[config.mk]
export PLATFORM = sky130hd
export DESIGN_NAME = md5_block_compress_top_flat
export DESIGN_NICKNAME = d
export VERILOG_FILES = /design/src/rtl/core/md5bc_pkg.sv /design/src/rtl/core/md5bc_if.sv /design/src/rtl/core/md5bc_ctrl.sv /design/src/rtl/core/md5bc_dp.sv /design/src/rtl/core/md5_block_compress_top.sv /design/src/flat_wrapper.sv
export SDC_FILE = /design/constraint.sdc
export NUM_CORES = 2
export LEC_CHECK = 0
export CAP_MARGIN = 20
export CORE_MARGIN = 1.5
export CORE_UTILIZATION = 60
export CTS_CLUSTER_DIAMETER = 200
export CTS_CLUSTER_SIZE = 25
export DETAILED_ROUTE_END_ITERATION = 12
export DONT_BUFFER_PORTS = 1
export GPL_ROUTABILITY_DRIVEN = 1
export GPL_TIMING_DRIVEN = 0
export PLACE_DENSITY = 0.76
export SLEW_MARGIN = 20
export SYNTH_ARGS = -nofsm -noshare
export SYNTH_HDL_FRONTEND = slang
export SYNTH_SLANG_ARGS = --single-unit
[constraint.sdc]
create_clock -name clk_i -period 11 [get_ports clk_i]
set_input_delay 0.55 -clock clk_i [delete_from_list [all_inputs] [get_ports clk_i]]
set_output_delay 0.55 -clock clk_i [all_outputs]
set_load 0.05 [all_outputs]
[src/rtl/core/md5bc_pkg.sv]
// MD5 block compression: shared types, constants and round tables.
// Used by md5bc_ctrl, md5bc_dp and md5_block_compress_top; no dependencies.
`timescale 1ns / 1ps
`default_nettype none

package md5bc_pkg;

  localparam int unsigned WordW   = 32;
  localparam int unsigned NumWords = 16;
  localparam int unsigned WidxW   = 4;
  localparam int unsigned RidxW   = 6;

  localparam logic [WordW-1:0] InitA = 32'h67452301;
  localparam logic [WordW-1:0] InitB = 32'hefcdab89;
  localparam logic [WordW-1:0] InitC = 32'h98badcfe;
  localparam logic [WordW-1:0] InitD = 32'h10325476;

  localparam logic [1:0] PhaseF = 2'd0;
  localparam logic [1:0] PhaseG = 2'd1;
  localparam logic [1:0] PhaseH = 2'd2;
  localparam logic [1:0] PhaseI = 2'd3;

  localparam logic [RidxW-1:0] LastRound = 6'd63;
  localparam logic [WidxW-1:0] LastWord  = 4'd15;

  typedef struct packed {
    logic             buf_we;
    logic [WidxW-1:0] buf_idx;
    logic             reload;
    logic             prep;
    logic             round_en;
    logic [RidxW-1:0] rnd_idx;
    logic [RidxW-1:0] kw_idx;
    logic             finish;
  } dp_cmd_t;

  function automatic logic [WordW-1:0] sine_k(input logic [RidxW-1:0] r);
    logic [WordW-1:0] k;
    unique case (r)
      6'd0:  k = 32'hd76aa478;  6'd1:  k = 32'he8c7b756;
      6'd2:  k = 32'h242070db;  6'd3:  k = 32'hc1bdceee;
      6'd4:  k = 32'hf57c0faf;  6'd5:  k = 32'h4787c62a;
      6'd6:  k = 32'ha8304613;  6'd7:  k = 32'hfd469501;
      6'd8:  k = 32'h698098d8;  6'd9:  k = 32'h8b44f7af;
      6'd10: k = 32'hffff5bb1;  6'd11: k = 32'h895cd7be;
      6'd12: k = 32'h6b901122;  6'd13: k = 32'hfd987193;
      6'd14: k = 32'ha679438e;  6'd15: k = 32'h49b40821;
      6'd16: k = 32'hf61e2562;  6'd17: k = 32'hc040b340;
      6'd18: k = 32'h265e5a51;  6'd19: k = 32'he9b6c7aa;
      6'd20: k = 32'hd62f105d;  6'd21: k = 32'h02441453;
      6'd22: k = 32'hd8a1e681;  6'd23: k = 32'he7d3fbc8;
      6'd24: k = 32'h21e1cde6;  6'd25: k = 32'hc33707d6;
      6'd26: k = 32'hf4d50d87;  6'd27: k = 32'h455a14ed;
      6'd28: k = 32'ha9e3e905;  6'd29: k = 32'hfcefa3f8;
      6'd30: k = 32'h676f02d9;  6'd31: k = 32'h8d2a4c8a;
      6'd32: k = 32'hfffa3942;  6'd33: k = 32'h8771f681;
      6'd34: k = 32'h6d9d6122;  6'd35: k = 32'hfde5380c;
      6'd36: k = 32'ha4beea44;  6'd37: k = 32'h4bdecfa9;
      6'd38: k = 32'hf6bb4b60;  6'd39: k = 32'hbebfbc70;
      6'd40: k = 32'h289b7ec6;  6'd41: k = 32'heaa127fa;
      6'd42: k = 32'hd4ef3085;  6'd43: k = 32'h04881d05;
      6'd44: k = 32'hd9d4d039;  6'd45: k = 32'he6db99e5;
      6'd46: k = 32'h1fa27cf8;  6'd47: k = 32'hc4ac5665;
      6'd48: k = 32'hf4292244;  6'd49: k = 32'h432aff97;
      6'd50: k = 32'hab9423a7;  6'd51: k = 32'hfc93a039;
      6'd52: k = 32'h655b59c3;  6'd53: k = 32'h8f0ccc92;
      6'd54: k = 32'hffeff47d;  6'd55: k = 32'h85845dd1;
      6'd56: k = 32'h6fa87e4f;  6'd57: k = 32'hfe2ce6e0;
      6'd58: k = 32'ha3014314;  6'd59: k = 32'h4e0811a1;
      6'd60: k = 32'hf7537e82;  6'd61: k = 32'hbd3af235;
      6'd62: k = 32'h2ad7d2bb;  6'd63: k = 32'heb86d391;
      default: k = '0;
    endcase
    return k;
  endfunction

  function automatic logic [WidxW-1:0] msg_index(input logic [RidxW-1:0] r);
    logic [WidxW-1:0] n;
    logic [WidxW-1:0] g;
    n = r[WidxW-1:0];
    unique case (r[RidxW-1:RidxW-2])
      PhaseF:  g = n;
      PhaseG:  g = WidxW'(n * 4'd5 + 4'd1);
      PhaseH:  g = WidxW'(n * 4'd3 + 4'd5);
      PhaseI:  g = WidxW'(n * 4'd7);
      default: g = n;
    endcase
    return g;
  endfunction

  function automatic logic [4:0] rot_amt(input logic [RidxW-1:0] r);
    logic [4:0] s;
    unique case ({r[RidxW-1:RidxW-2], r[1:0]})
      4'd0:  s = 5'd7;   4'd1:  s = 5'd12;  4'd2:  s = 5'd17;  4'd3:  s = 5'd22;
      4'd4:  s = 5'd5;   4'd5:  s = 5'd9;   4'd6:  s = 5'd14;  4'd7:  s = 5'd20;
      4'd8:  s = 5'd4;   4'd9:  s = 5'd11;  4'd10: s = 5'd16;  4'd11: s = 5'd23;
      4'd12: s = 5'd6;   4'd13: s = 5'd10;  4'd14: s = 5'd15;  4'd15: s = 5'd21;
      default: s = 5'd0;
    endcase
    return s;
  endfunction

  function automatic logic [WordW-1:0] rotl(input logic [WordW-1:0] x,
                                            input logic [4:0] s);
    logic [2*WordW-1:0] t;
    t = {x, x} << s;
    return t[2*WordW-1:WordW];
  endfunction

endpackage

`default_nettype wire

[src/rtl/core/md5bc_if.sv]
// Valid/ready channel interfaces for the MD5 block compression core.
// Standalone; carries message words in and digest words out.
`timescale 1ns / 1ps
`default_nettype none

interface md5bc_in_if;
  logic        valid;
  logic        ready;
  logic [31:0] msg_word;
  logic        new_message;

  modport source (output valid, output msg_word, output new_message, input ready);
  modport sink   (input valid, input msg_word, input new_message, output ready);
endinterface

interface md5bc_out_if;
  logic        valid;
  logic        ready;
  logic [31:0] digest_a;
  logic [31:0] digest_b;
  logic [31:0] digest_c;
  logic [31:0] digest_d;

  modport source (output valid, output digest_a, output digest_b,
                  output digest_c, output digest_d, input ready);
  modport sink   (input valid, input digest_a, input digest_b,
                  input digest_c, input digest_d, output ready);
endinterface

`default_nettype wire

[src/rtl/core/md5bc_ctrl.sv]
// MD5 block compression controller: word counter, round counter, state machine.
// Depends on md5bc_pkg; drives md5bc_dp through md5bc_pkg::dp_cmd_t.
`timescale 1ns / 1ps
`default_nettype none

module md5bc_ctrl (
  input  wire logic              clk_i,
  input  wire logic              rst_ni,
  input  wire logic              in_valid_i,
  input  wire logic              in_new_message_i,
  output logic                   in_ready_o,
  output logic                   out_valid_o,
  input  wire logic              out_ready_i,
  output md5bc_pkg::dp_cmd_t     cmd_o
);

  localparam logic [1:0] StIdle  = 2'd0;
  localparam logic [1:0] StPrep  = 2'd1;
  localparam logic [1:0] StRound = 2'd2;
  localparam logic [1:0] StDone  = 2'd3;

  logic [1:0]                    state_q, state_d;
  logic [md5bc_pkg::WidxW-1:0]   count_q, count_d;
  logic [md5bc_pkg::RidxW-1:0]   round_q, round_d;
  logic                          out_valid_q, out_valid_d;
  logic                          in_xfer;
  logic [md5bc_pkg::WidxW-1:0]   widx;

  // hold off the last word of a block while a previous digest is still pending
  assign in_ready_o = (state_q == StIdle) &&
                      !(out_valid_q && !out_ready_i && count_q == md5bc_pkg::LastWord);
  assign in_xfer    = in_valid_i && in_ready_o;
  assign widx       = in_new_message_i ? '0 : count_q;
  assign out_valid_o = out_valid_q;

  always_comb begin
    state_d     = state_q;
    count_d     = count_q;
    round_d     = round_q;
    out_valid_d = out_valid_q && !out_ready_i;

    cmd_o          = '0;
    cmd_o.buf_idx  = widx;
    cmd_o.rnd_idx  = round_q;
    cmd_o.kw_idx   = md5bc_pkg::RidxW'(round_q + 1'b1);

    unique case (state_q)
      StIdle: begin
        if (in_xfer) begin
          cmd_o.buf_we = 1'b1;
          cmd_o.reload = in_new_message_i;
          count_d      = md5bc_pkg::WidxW'(widx + 1'b1);
          if (widx == md5bc_pkg::LastWord) begin
            state_d = StPrep;
          end
        end
      end
      StPrep: begin
        cmd_o.prep   = 1'b1;
        cmd_o.kw_idx = '0;
        round_d      = '0;
        state_d      = StRound;
      end
      StRound: begin
        cmd_o.round_en = 1'b1;
        round_d        = md5bc_pkg::RidxW'(round_q + 1'b1);
        if (round_q == md5bc_pkg::LastRound) begin
          state_d = StDone;
        end
      end
      StDone: begin
        cmd_o.finish = 1'b1;
        out_valid_d  = 1'b1;
        state_d      = StIdle;
      end
      default: state_d = StIdle;
    endcase
  end

  always_ff @(posedge clk_i or negedge rst_ni) begin
    if (!rst_ni) begin
      state_q     <= StIdle;
      count_q     <= '0;
      round_q     <= '0;
      out_valid_q <= 1'b0;
    end else begin
      state_q     <= state_d;
      count_q     <= count_d;
      round_q     <= round_d;
      out_valid_q <= out_valid_d;
    end
  end

endmodule

`default_nettype wire

[src/rtl/core/md5bc_dp.sv]
// MD5 block compression datapath: block buffer, chaining words, round unit.
// Depends on md5bc_pkg; commanded by md5bc_ctrl.
`timescale 1ns / 1ps
`default_nettype none

module md5bc_dp (
  input  wire logic               clk_i,
  input  wire logic               rst_ni,
  input  wire md5bc_pkg::dp_cmd_t cmd_i,
  input  wire logic [31:0]        msg_word_i,
  output logic [31:0]             digest_a_o,
  output logic [31:0]             digest_b_o,
  output logic [31:0]             digest_c_o,
  output logic [31:0]             digest_d_o
);

  localparam int unsigned W = md5bc_pkg::WordW;

  logic [W-1:0] buf_q [md5bc_pkg::NumWords];
  logic [W-1:0] ca_q, cb_q, cc_q, cd_q;
  logic [W-1:0] ca_d, cb_d, cc_d, cd_d;
  logic [W-1:0] a_q, b_q, c_q, d_q;
  logic [W-1:0] a_d, b_d, c_d, d_d;
  logic [W-1:0] kw_q, kw_d;
  logic [W-1:0] da_q, db_q, dc_q, dd_q;
  logic [W-1:0] f, sum;
  logic [W-1:0] sa, sb, sc, sd;

  always_ff @(posedge clk_i) begin
    if (cmd_i.buf_we) begin
      buf_q[cmd_i.buf_idx] <= msg_word_i;
    end
  end

  // K + M for the next round, registered in the cycle before that round uses it
  assign kw_d = md5bc_pkg::sine_k(cmd_i.kw_idx) + buf_q[md5bc_pkg::msg_index(cmd_i.kw_idx)];

  always_comb begin
    unique case (cmd_i.rnd_idx[md5bc_pkg::RidxW-1:md5bc_pkg::RidxW-2])
      md5bc_pkg::PhaseF: f = (b_q & c_q) | (~b_q & d_q);
      md5bc_pkg::PhaseG: f = (b_q & d_q) | (c_q & ~d_q);
      md5bc_pkg::PhaseH: f = b_q ^ c_q ^ d_q;
      md5bc_pkg::PhaseI: f = c_q ^ (b_q | ~d_q);
      default:           f = '0;
    endcase
  end

  assign sum = f + a_q + kw_q;

  assign sa = ca_q + a_q;
  assign sb = cb_q + b_q;
  assign sc = cc_q + c_q;
  assign sd = cd_q + d_q;

  always_comb begin
    a_d = a_q;
    b_d = b_q;
    c_d = c_q;
    d_d = d_q;
    if (cmd_i.prep) begin
      a_d = ca_q;
      b_d = cb_q;
      c_d = cc_q;
      d_d = cd_q;
    end else if (cmd_i.round_en) begin
      a_d = d_q;
      d_d = c_q;
      c_d = b_q;
      b_d = b_q + md5bc_pkg::rotl(sum, md5bc_pkg::rot_amt(cmd_i.rnd_idx));
    end
  end

  always_comb begin
    ca_d = ca_q;
    cb_d = cb_q;
    cc_d = cc_q;
    cd_d = cd_q;
    priority if (cmd_i.reload) begin
      ca_d = md5bc_pkg::InitA;
      cb_d = md5bc_pkg::InitB;
      cc_d = md5bc_pkg::InitC;
      cd_d = md5bc_pkg::InitD;
    end else if (cmd_i.finish) begin
      ca_d = sa;
      cb_d = sb;
      cc_d = sc;
      cd_d = sd;
    end
  end

  always_ff @(posedge clk_i or negedge rst_ni) begin
    if (!rst_ni) begin
      ca_q <= md5bc_pkg::InitA;
      cb_q <= md5bc_pkg::InitB;
      cc_q <= md5bc_pkg::InitC;
      cd_q <= md5bc_pkg::InitD;
      a_q  <= '0;
      b_q  <= '0;
      c_q  <= '0;
      d_q  <= '0;
    end else begin
      ca_q <= ca_d;
      cb_q <= cb_d;
      cc_q <= cc_d;
      cd_q <= cd_d;
      a_q  <= a_d;
      b_q  <= b_d;
      c_q  <= c_d;
      d_q  <= d_d;
    end
  end

  always_ff @(posedge clk_i) begin
    kw_q <= kw_d;
    if (cmd_i.finish) begin
      da_q <= sa;
      db_q <= sb;
      dc_q <= sc;
      dd_q <= sd;
    end
  end

  assign digest_a_o = da_q;
  assign digest_b_o = db_q;
  assign digest_c_o = dc_q;
  assign digest_d_o = dd_q;

endmodule

`default_nettype wire

[src/rtl/core/md5_block_compress_top.sv]
// MD5 block compression top: one 32-bit word per transfer in, digest out.
// Words of a block are accepted while the core is idle; after the 16th word's transfer
// the digest is formed by 1 setup step, 64 rounds at one per cycle and 1 final add.
// The single round unit serves one block at a time; no words are taken until it is idle.
// Reset (async, active low) loads the MD5 initial chaining words, clears counters.
// Depends on md5bc_pkg, md5bc_if, md5bc_ctrl and md5bc_dp.
`timescale 1ns / 1ps
`default_nettype none

module md5_block_compress_top (
  input  wire logic  clk_i,
  input  wire logic  rst_ni,
  md5bc_in_if.sink   in_i,
  md5bc_out_if.source out_o
);

  md5bc_pkg::dp_cmd_t cmd;

  md5bc_ctrl u_ctrl (
    .clk_i            (clk_i),
    .rst_ni           (rst_ni),
    .in_valid_i       (in_i.valid),
    .in_new_message_i (in_i.new_message),
    .in_ready_o       (in_i.ready),
    .out_valid_o      (out_o.valid),
    .out_ready_i      (out_o.ready),
    .cmd_o            (cmd)
  );

  md5bc_dp u_dp (
    .clk_i      (clk_i),
    .rst_ni     (rst_ni),
    .cmd_i      (cmd),
    .msg_word_i (in_i.msg_word),
    .digest_a_o (out_o.digest_a),
    .digest_b_o (out_o.digest_b),
    .digest_c_o (out_o.digest_c),
    .digest_d_o (out_o.digest_d)
  );

endmodule

`default_nettype wire

[src/flat_wrapper.sv]
// flat-port wrapper written by rule: the top's interface ports become plain ports
module md5_block_compress_top_flat 
  (clk_i, rst_ni, in_i_valid, in_i_msg_word, in_i_new_message, in_i_ready, out_o_valid, out_o_digest_a, out_o_digest_b, out_o_digest_c, out_o_digest_d, out_o_ready);
  md5bc_in_if in_i_i ();
  md5bc_out_if out_o_i ();
  input  wire logic clk_i;
  input  wire logic rst_ni;
  input wire logic [$bits(in_i_i.valid)-1:0] in_i_valid;
  input wire logic [$bits(in_i_i.msg_word)-1:0] in_i_msg_word;
  input wire logic [$bits(in_i_i.new_message)-1:0] in_i_new_message;
  output wire logic [$bits(in_i_i.ready)-1:0] in_i_ready;
  output wire logic [$bits(out_o_i.valid)-1:0] out_o_valid;
  output wire logic [$bits(out_o_i.digest_a)-1:0] out_o_digest_a;
  output wire logic [$bits(out_o_i.digest_b)-1:0] out_o_digest_b;
  output wire logic [$bits(out_o_i.digest_c)-1:0] out_o_digest_c;
  output wire logic [$bits(out_o_i.digest_d)-1:0] out_o_digest_d;
  input wire logic [$bits(out_o_i.ready)-1:0] out_o_ready;
  assign in_i_i.valid = in_i_valid;
  assign in_i_i.msg_word = in_i_msg_word;
  assign in_i_i.new_message = in_i_new_message;
  assign in_i_ready = in_i_i.ready;
  assign out_o_valid = out_o_i.valid;
  assign out_o_digest_a = out_o_i.digest_a;
  assign out_o_digest_b = out_o_i.digest_b;
  assign out_o_digest_c = out_o_i.digest_c;
  assign out_o_digest_d = out_o_i.digest_d;
  assign out_o_i.ready = out_o_ready;
  md5_block_compress_top u_core (.clk_i(clk_i), .rst_ni(rst_ni), .in_i(in_i_i), .out_o(out_o_i));
endmodule
==> reports/qor.csv <==
metric,value,unit
fmax,94.6,MHz
syn_area_per_cell,10.0,um^2
power_leakage,21.0,nW
max-clock-path-buffers,3,
synth_top_area_share,34.9,%
grt_pass1_vias,42800,
hold_class,input port to flop,
cpMostUsedCell,a21oi_1,
nets,5924,
place_ws,0.0248,ns
vias,45400,
ys_ff_latch,941,
row_count,110,
dp_hpwl,143,mm
start_kind,flop,
synth_area,55000,um^2
yosysTopAreaCell,edfxtp_1,
fin_crit,10.58,ns
synth_ff_type,edfxtp_1,
cpPeakStageDelay,0.55,ns
port_buffers,0,
critical_path_class,flop to flop,
crit_fanout,10,
gr-total-overflow,0,
ys_types,109,
synthCells,5476,
route.detailed.drc,0,
status,finished clean,
totalWireLength,192,mm
final.setup.tns,0,ns
htree_levels,2,
viasPerCell,6.68,
worst_slack,0.425,ns
ys_seq_area_share,48.5,%
initial_core_util,60.8,%
io_pins,167,
grt_start_max_net_pins,270,
fin_crit_sh,96.1,%
dieHeight,306,um
power_density,97.5,nW/um^2
finalHoldViolCount,0,
slowest_stage,a2111o_1,
insertion_delay,0.69,ns
dr.pass1.iters,6,
synth-edff-count,640,
drive_gt1_share,5.56,%
rsz0062_at_grt,false,
max_slew_margin,14.4,%
ant_nets,0,
synth_nets,5823,
setup_viol,0,
core-area,90400,um^2
drv_cap,0,
worst_setup_path_end_kind,flop,
cts_made_buffers,43,
n_fill_cell,7163,
finalClockSkew,0.0591,ns
area_delta_synth_final,6.79,%
drv_slew,0,
ys_warn_count,0,
gp_congestion,1.04,
cts_setup_buffers,0,
grtUsageTotal,40.5,%
numClockSinks,941,
arrival,11.15,ns
antenna_found_initial,3,
wl_per_cell,28.3,um
cts_tree,done,
die_area,93500,um^2
grt_pass1_wl,280,mm
clkTransAtPathRegs,0.11,ns
async_flop_share,28.6,%
die_x,306,um
cts-root-buf,clkbuf_16,
peakVddDrop,0.195,mV
yosys-top-cells-area,"edfxtp_1, dfrtp_1, ha_1",
tightest_slew,1.28,ns
drt_iter0_drc,6035,
cp.required,11.58,ns
## power breakdown
group	internal [mW]	leakage, nW	switching (mW)
registers	3.78	8.90	0
clock network	0.764	0.606	1.13
logic	0.0107	11.5	0.0519
## area by class of cell
type	count	area (um^2)	area share, %
diodes	5	12.5	0.0213
plain buffers	338	1380	2.34
clock buffers	75	1200	2.04
clock inverters	4	91.3	0.155
inverters	94	354	0.603
multi-input cells	4102	26800	45.6
flip-flops and latches	941	26700	45.4
well taps	1176	1470	2.50
repair buffers	57	810	1.38
## flip-flops by register name, indices dropped and copies added, names as in the netlist
register and count:
u_core.u_dp.buf_q 512, u_core.u_dp.a_q 32, u_core.u_dp.b_q 32, u_core.u_dp.c_q 32
u_core.u_dp.ca_q 32, u_core.u_dp.cb_q 32, u_core.u_dp.cc_q 32, u_core.u_dp.cd_q 32
u_core.u_dp.d_q 32, u_core.u_dp.digest_a_o 32, u_core.u_dp.digest_b_o 32, u_core.u_dp.digest_c_o 32
u_core.u_dp.digest_d_o 32, u_core.u_dp.kw_q 32, u_core.u_ctrl.round_q 6, u_core.u_ctrl.count_q 4
u_core.u_ctrl.state_q 2, u_core.u_ctrl.out_valid_o 1
## placed cells by master, fill, tap and decap left out, types with 184 or more instances in the layout
master    instances
nor2_1          532
nand2_1         651
clkbuf_1        250
dfrtp_1         205
ha_1            266
mux2i_1         240
a21oi_1         532
edfxtp_1        640
a211oi_1        184
o21ai_0         218
## worst max-delay path: cells and delay by family, from the launching register on
| family | cells | cell delay [ns] |
|---|---|---|
| flops | 1 | 0.33 |
| fa+ha+maj | 3 | 1.27 |
| compound gates | 21 | 5.68 |
| mux | 2 | 0.46 |
| simple gates | 5 | 0.69 |
| buf+inv | 5 | 1.97 |
## worst paths after layout
check / from / end / slack [ns] / cells after the start
max reg2reg: u_core.u_ctrl.round_q[4] / u_core.u_dp.b_q[31] / 0.42 / 36
max in group asynchronous: rst_ni / u_core.u_dp.a_q[21] / 9.11 / 3
min: in_i_new_message / u_core.u_ctrl.count_q[2] / 0.12 / 2
max: u_core.u_ctrl.round_q[4] / u_core.u_dp.b_q[31] / 0.42 / 36
min reg2reg: u_core.u_dp.cb_q[9] / u_core.u_dp.cb_q[9] / 0.51 / 2
min in group asynchronous: rst_ni / u_core.u_dp.cb_q[12] / 0.54 / 2
## kinds of logic (layout without fill, tap and decap cells)
kind of cell    Yosys count  after routing  synth area share [%]
flops                   941            941                  48.5
simple gates           1722           1722                  13.8
buf+inv                 433            568                  3.12
fa+ha+maj               311            311                  7.66
compound gates         1575           1575                  18.4
mux                     257            257                  4.74
xor+xnor                237            237                  3.84
other cells               0              5                     0
## metal layers
metal	share of wire [%]	routed length, um	vias to the layer above	GRT usage [%]
met5	0.015	29	-	0
met4	7.6	14600	4	26.0
met3	8.5	16300	557	5.81
met2	46	89000	2602	65.8
met1	38	72100	22000	50.9
li1	-	-	20200	-
## synthesized netlist by cell type (all sizes together), types with 22 or more instances
cell type,count
a211oi,191
a21o,93
a21oi,541
a22oi,33
a311oi,71
a31oi,128
and2,134
buf,112
clkbuf,227
dfrtp,205
dfstp,64
dfxtp,32
edfxtp,640
fa,43
ha,267
inv,92
mux2i,240
nand2,652
nand2b,30
nand3,82
nor2,550
nor2b,32
nor3,136
o211ai,49
o21a,45
o21ai,246
o21bai,24
o22ai,22
or3,26
xnor2,183
xor2,54
## what timing repair did
| action | CTS | global route |
|---|---|---|
| endpoints found under the setup margin | 1 | 3 |
| endpoints found under the hold margin | 782 | 86 |
| hold buffers | 34 | 1 |
| resized for setup | 1 | 2 |
## stage by stage
| stage | area [um^2] | utilization [%] | instances | power [mW] | hold slack [ns] |
|---|---|---|---|---|---|
| 2_1_floorplan | 55000 | - | 5476 | 3.85 | 0.254 |
| 3_3_place_gp | 56500 | 62.5 | 6652 | 3.85 | 0.259 |
| 3_5_place_dp | 57000 | 63.1 | 6673 | 3.85 | 0.261 |
| 4_1_cts | 58700 | 64.9 | 6786 | 5.73 | 0.0622 |
| 5_1_grt | 58700 | 64.9 | 6788 | 5.85 | 0.111 |
| 6_report | 58700 | 65.0 | 6792 | 5.73 | 0.121 |
Note: power is estimated with default switching activity, not from simulation.
